File: src/rtl/roc_auc_rank_sum_assert.svh
// Assertion macros used by the top-level RTL
`ifndef ROC_AUC_RANK_SUM_ASSERT_SVH
`define ROC_AUC_RANK_SUM_ASSERT_SVH

// antecedent implies consequent in the same cycle
`define RARS_ASSERT_IMPL(lbl, ante, cons) \
	lbl: assert property (@(posedge clk) disable iff (!arst_n) (ante) |-> (cons)) \
		else $error("rank sum assertion failed");

// antecedent implies consequent in the next cycle
`define RARS_ASSERT_NEXT(lbl, ante, cons) \
	lbl: assert property (@(posedge clk) disable iff (!arst_n) (ante) |=> (cons)) \
		else $error("rank sum assertion failed");

`endif

File: src/rtl/rars_pkg.sv
package rars_pkg;

	localparam logic [1:0] ST_OK        = 2'd0;
	localparam logic [1:0] ST_BAD_LABEL = 2'd1;
	localparam logic [1:0] ST_EMPTY     = 2'd2;
	localparam logic [1:0] ST_OVERFLOW  = 2'd3;

	localparam logic [1:0] LAB_NEG = 2'd0;
	localparam logic [1:0] LAB_POS = 2'd1;

	// quotient bits of the AUC divide
	localparam int QBITS = 17;
	localparam logic [16:0] AUC_ONE = 17'd65536;

	typedef struct packed {
		logic signed [31:0] sample_score;
		logic [1:0]         label_code;
		logic               last_sample;
	} sample_t;

	typedef struct packed {
		logic [16:0] auc_value;
		logic [1:0]  status;
		logic [10:0] positive_count;
		logic [10:0] negative_count;
	} result_t;

	typedef struct packed {
		logic load;
		logic rd_i;
		logic lat_i;
		logic rd_j;
		logic add_rank;
		logic next_i;
		logic mul;
		logic div_init;
		logic div_step;
		logic fin;
	} cmd_t;

	typedef struct packed {
		logic last_j;
		logic last_i;
		logic lab_pos;
		logic err;
		logic div_last;
	} stat_t;

endpackage

File: src/rtl/rars_ctrl.sv
module rars_ctrl (
	input  logic              clk,
	input  logic              arst_n,
	input  logic              start,
	input  logic              last_sample,
	input  rars_pkg::stat_t   stat,
	output rars_pkg::cmd_t    cmd,
	output logic              busy,
	output logic              done
);

	typedef enum logic [11:0] {
		S_LOAD  = 12'b000000000001,
		S_CHK   = 12'b000000000010,
		S_RDI   = 12'b000000000100,
		S_LATI  = 12'b000000001000,
		S_SCAN  = 12'b000000010000,
		S_DRAIN = 12'b000000100000,
		S_ADDI  = 12'b000001000000,
		S_NEXTI = 12'b000010000000,
		S_MUL   = 12'b000100000000,
		S_PREP  = 12'b001000000000,
		S_DIV   = 12'b010000000000,
		S_DONE  = 12'b100000000000
	} state_t;

	state_t state_q, state_d;

	always_ff @(posedge clk or negedge arst_n) begin
		if (!arst_n) state_q <= S_LOAD;
		else state_q <= state_d;
	end

	always_comb begin
		state_d = state_q;
		cmd = '0;
		case (state_q)
			S_LOAD: begin
				if (start) begin
					cmd.load = 1'b1;
					if (last_sample) state_d = S_CHK;
				end
			end
			S_CHK:   state_d = stat.err ? S_DONE : S_RDI;
			S_RDI: begin
				cmd.rd_i = 1'b1;
				state_d = S_LATI;
			end
			S_LATI: begin
				cmd.lat_i = 1'b1;
				state_d = stat.lab_pos ? S_SCAN : S_NEXTI;
			end
			S_SCAN: begin
				cmd.rd_j = 1'b1;
				if (stat.last_j) state_d = S_DRAIN;
			end
			S_DRAIN: state_d = S_ADDI;
			S_ADDI: begin
				cmd.add_rank = 1'b1;
				state_d = S_NEXTI;
			end
			S_NEXTI: begin
				cmd.next_i = 1'b1;
				state_d = stat.last_i ? S_MUL : S_RDI;
			end
			S_MUL: begin
				cmd.mul = 1'b1;
				state_d = S_PREP;
			end
			S_PREP: begin
				cmd.div_init = 1'b1;
				state_d = S_DIV;
			end
			S_DIV: begin
				cmd.div_step = 1'b1;
				if (stat.div_last) state_d = S_DONE;
			end
			S_DONE: begin
				cmd.fin = 1'b1;
				state_d = S_LOAD;
			end
			default: state_d = S_LOAD;
		endcase
	end

	assign busy = (state_q != S_LOAD);
	assign done = (state_q == S_DONE);

endmodule

File: config.mk
export PLATFORM = sky130hd
export DESIGN_NAME = rars_ctrl
export DESIGN_NICKNAME = d
export VERILOG_FILES = /design/src/rtl/roc_auc_rank_sum_assert.svh /design/src/rtl/rars_pkg.sv /design/src/rtl/rars_ctrl.sv
export SDC_FILE = /design/constraint.sdc
export NUM_CORES = 1
export LEC_CHECK = 0
export ABC_AREA = 1
export BUFFER_PORTS_ARGS = -buffer_cell sky130_fd_sc_hd__buf_2
export CAP_MARGIN = 10
export CORE_UTILIZATION = 41
export CTS_CLUSTER_DIAMETER = 200
export DETAILED_ROUTE_END_ITERATION = 10
export PLACE_DENSITY = 0.65
export SYNTH_ARGS = -nofsm -noshare
export SYNTH_HDL_FRONTEND = slang
export SYNTH_SLANG_ARGS = --single-unit
File: constraint.sdc
create_clock -name clk -period 1.6 [get_ports clk]
set_clock_uncertainty 0.15 [all_clocks]
set_input_delay 0.16 -clock clk [delete_from_list [all_inputs] [get_ports clk]]
set_output_delay 0.16 -clock clk [all_outputs]
set_load 0.005 [all_outputs]
* Yosys cells after proc, flatten, opt, wreduce, memory -nomap -nowiden
Index checks and enable logic that the tools add are counted.
Storage, ports and cells: bits in registers 12, input bits 9, output and inout bits 12
Cells by class: equality and inequality tests 17, multiplexer cells 19, reduce and logical (&&, ||, !) cells 1
Operator list (number):
- 12-bit case mux with 11 select lines | 1
- 12-bit 2-to-1 mux | 5
- 12-bit by 1-bit == test with 1-bit output, second input constant | 1
- 12-bit by 10-bit == test with 1-bit output, second input constant | 1
- 12-bit by 11-bit == test with 1-bit output, second input constant | 1
- 12-bit == test, second input constant | 1
- 12-bit by 2-bit == test with 1-bit output, second input constant | 1
- 12-bit by 3-bit == test with 1-bit output, second input constant | 1
- 12-bit by 4-bit == test with 1-bit output, second input constant | 1
- 12-bit by 5-bit == test with 1-bit output, second input constant | 1
- 12-bit by 6-bit == test with 1-bit output, second input constant | 1
- 12-bit by 7-bit == test with 1-bit output, second input constant | 1
- 12-bit by 8-bit == test with 1-bit output, second input constant | 1
- 12-bit by 9-bit == test with 1-bit output, second input constant | 1
- 12-bit by 1-bit inequality test with 1-bit output, second input constant | 1
- 1-bit 2-to-1 mux | 11
- 9-bit 2-to-1 mux | 1
- 8-bit 2-to-1 mux | 1
- 2-bit inequality test, second input constant | 4
- 4-bit AND reduction | 1

* Depth between registers and ports, before layout
word-level depth 3, gate-level depth with buffers 8, depth with buffers taken out 8

* Worst setup path before layout
OpenSTA, ideal clock, no wires.
kind flip-flop to output port, start point reg state_q[1], end point out cmd[0] (netlist bit), data arrival time 1282 ps, data required time 1290 ps, slack 8 ps, cell stages (with the launch flop) 7, buffers on the path 1, path through dfrtp_1 > nor2_2 > nand2_2 > nor2_4 > inv_1 > nor4_1 > buf_4
RTL lines:
- start: declaration | RTL line rars_ctrl.sv:27 | state_t state_q, state_d;
- start signal: assignment | RTL line rars_ctrl.sv:31 | else state_q <= state_d;
- end: declaration | RTL line rars_ctrl.sv:7 | output rars_pkg::cmd_t cmd,

==> impl_metrics.tcl <==
set metrics [dict create \
    numCtsBuffers 3 \
    post-route-util 0.6746 \
    place_congestion 0.8065 \
    antenna_found_initial 0 \
    reg2reg_depth 10 \
    clock_latency_ns 0.28 \
    ir_worst_vdd_mv 0.6593 \
    core_mm2 0.001727 \
    worstSetupPathType "register to output pin" \
    ios 21 \
    path_clk_slew_ns 0.08 \
    largest_reg_flops 12 \
    max_stage_delay_ns 0.39 \
    rows 15 \
    holdCritStartpoint "last_sample" \
    post-route-min-period_ns 1.721 \
    p_per_area_mw_per_mm2 973.7 \
    syn_to_final_growth_pct 53.88 \
    hold_viol 0 \
    drt_pass1_iterations 4 \
    critPathCaptureType "output pin" \
    ys_ff_latch 12 \
    critical_path.top_delay_family "simple AND/OR/NAND/NOR gates" \
    avgRoutedWirePerCell_um 10.34 \
    die_h_um 44.97 \
    crit_buf_inv 3 \
    worstPathRequired_ns 1.29 \
    rrSetupSlack_ns -0.03 \
    dpl.hpwl_um 1220 \
    worstPathArrival_ns 1.41 \
    hold_end "state_q[0]" \
    cp_slowest_cell "dfrtp_1" \
    setup_tns_ns -1.043 \
    p_leak_nw 0.7118 \
    cts_root_buffer "clkbuf_4" \
    final_nets 167 \
    drive_gt1_frac 0.4713 \
    yosys_warnings 0 \
    fin_crit_sh 1.076 \
    worst_pin_slew_ns 0.2743 \
    ctsHtreeMaxLevel 1 \
    grt_pass1_vias 690 \
    max-cap-violations 0 \
    drc 0 \
    clock_path_buffers 2 \
    grt_use_total 0.1978 \
    dieArea_mm2 0.002022 \
    top_register "state_q" \
    ys_types 16 \
    yosysSeqAreaShare 0.3983 \
    crit_fanout 3 \
    r2r-end "state_q[0]" \
    setup_slack_ns -0.1212 \
    avgViaCountPerCell 4.418 \
    setup_viol 13 \
    top_regs "state_q x12" \
    hp-class "primary input to register" \
    nFillCells 153 \
    crit_cells 7 \
    syn_avg_cell_area_um2 6.640 \
    synth_cells 114 \
    synth_area_um2 757.0 \
    grt_pass1_wl_um 2773 \
    grt_max_degree 13 \
    drv_slew 0 \
    syn_nets 123 \
    crit_path_cell_trace "nor2_2 -> nand2_2 -> nor2_4 -> buf_4 -> nand2_4 -> inv_2 -> buf_2" \
    ant_nets 0 \
    grt.overflow.total 0 \
    fmax_mhz 581.0 \
    die_x_um 44.97 \
    r2r_start "state_q[10]" \
    cts_tree "built" \
    violations "setup timing" \
    diodes 0 \
    drtIter0Drc 4 \
    slew_headroom 0.8171 \
    cts_sinks 12 \
    num_vias 804 \
    routed_wl_um 1881 \
    hold_depth 4 \
    status "finished, violations left" \
    start_util 0.4384 \
    start_kind "register" \
    rsz0062_at_grt "yes" \
    io_buffer_count 20 \
]
## layout make-up
| type | count | area, µm² | share of cell area |
|---|---|---|---|
| clock buffer | 4 | 26.28 | 0.02256 |
| multi-input combinational | 73 | 427.9 | 0.3673 |
| inverter | 28 | 105.1 | 0.09023 |
| sequential | 12 | 301.5 | 0.2589 |
| tap | 25 | 31.28 | 0.02685 |
| timing repair buffer | 40 | 272.8 | 0.2342 |
## power by group
| part | leakage, nW | switching [mW] | internal [mW] |
|---|---|---|---|
| clock network | 0.0150 | 0.100 | 0.0967 |
| logic | 0.534 | 0.317 | 0.251 |
| registers | 0.163 | 0.0245 | 0.345 |
| total | 0.712 | 0.442 | 0.692 |
## worst reg2reg max path: stages, from the launching register on
cell and delay (ns):
dfrtp_1 0.43, nor2_2 0.15, nand2_2 0.10, nor2_4 0.17
buf_4 0.13, buf_4 0.11, nand2_1 0.08, nand3_1 0.09
nor2_1 0.05, nand2_1 0.06, nand2_1 0.05
## placed cells by master (no fill, tap or decap)
cell type / count
nand3_2: 1
dfrtp_1: 11
buf_4: 16
nand3_1: 2
nor2_2: 4
o22ai_2: 1
nand3_4: 1
nand2_4: 1
nand2_2: 11
inv_2: 7
dlygate4sd3_1: 4
buf_2: 18
o21ai_0: 3
nor2_1: 16
nor3_4: 1
clkbuf_4: 3
nor3_1: 2
nor2_4: 3
nand2_1: 23
dfstp_2: 1
inv_1: 21
nor4_4: 1
nor3_2: 3
clkbuf_1: 1
buf_6: 2
## cell families (layout without fill, tap and decap cells)
family	count (synthesis)	in the layout	synth area share
buf+inv	29	72	0.1488
simple gates	69	69	0.4248
flops	12	12	0.3983
compound gates	4	4	0.02810
## Yosys cell counts
cell type / count / area, µm²
o22ai_1: 1 / 6.260
o21ai_0: 3 / 15.01
nand2_1: 30 / 112.6
nor3_1: 6 / 30.03
inv_2: 2 / 7.510
nor2_2: 3 / 18.77
dfstp_2: 1 / 26.28
nor2_4: 3 / 33.78
dfrtp_1: 11 / 275.3
nand3_2: 1 / 10.01
nand3_1: 3 / 15.01
nor4_1: 1 / 6.260
buf_4: 1 / 7.510
inv_1: 26 / 97.59
nor2_1: 17 / 63.81
nand2_2: 5 / 31.28
## worst max-delay path by stage
stage | from | endpoint | slack [ns]
global route | state_q[3] | cmd[1] | -0.21
floorplan | state_q[1] | cmd[0] | 0.008
detailed placement | state_q[1] | cmd[0] | 0.02
global placement | state_q[1] | done | 0.09
CTS | state_q[2] | cmd[0] | -0.13
finish | state_q[1] | cmd[1] | -0.12
## per-layer routing
metal  share of wire  vias to the layer above  global-route usage
li1                -                      421                   -
met1            0.41                      359              0.2366
met2            0.54                       19              0.3333
met3           0.031                        5             0.04800
met4           0.019                        0             0.09091
met5               0                        -                   0
## per-stage QoR
stage               setup slack, ns  hold WS, ns  area (µm²)  power, mW  instances
finish                      -0.1212      0.02823        1165      1.134        182
global route                -0.2141      0.04194        1165      1.210        182
CTS                         -0.1267      0.01413        1080      1.092        178
detailed placement          0.02116     -0.09718       880.8     0.7391        158
global placement            0.08522     -0.09833       880.8     0.7290        158
floorplan                  0.007746      -0.2856       757.0     0.6478        114
## repair_timing
item,CTS,global route
pin swaps,4,7
buffers inserted,12,4
setup endpoints to repair,12,17
gates resized for setup,15,11
hold buffers,4,0
hold endpoints to repair,16,0
Note: power is estimated with default switching activity, not from simulation.
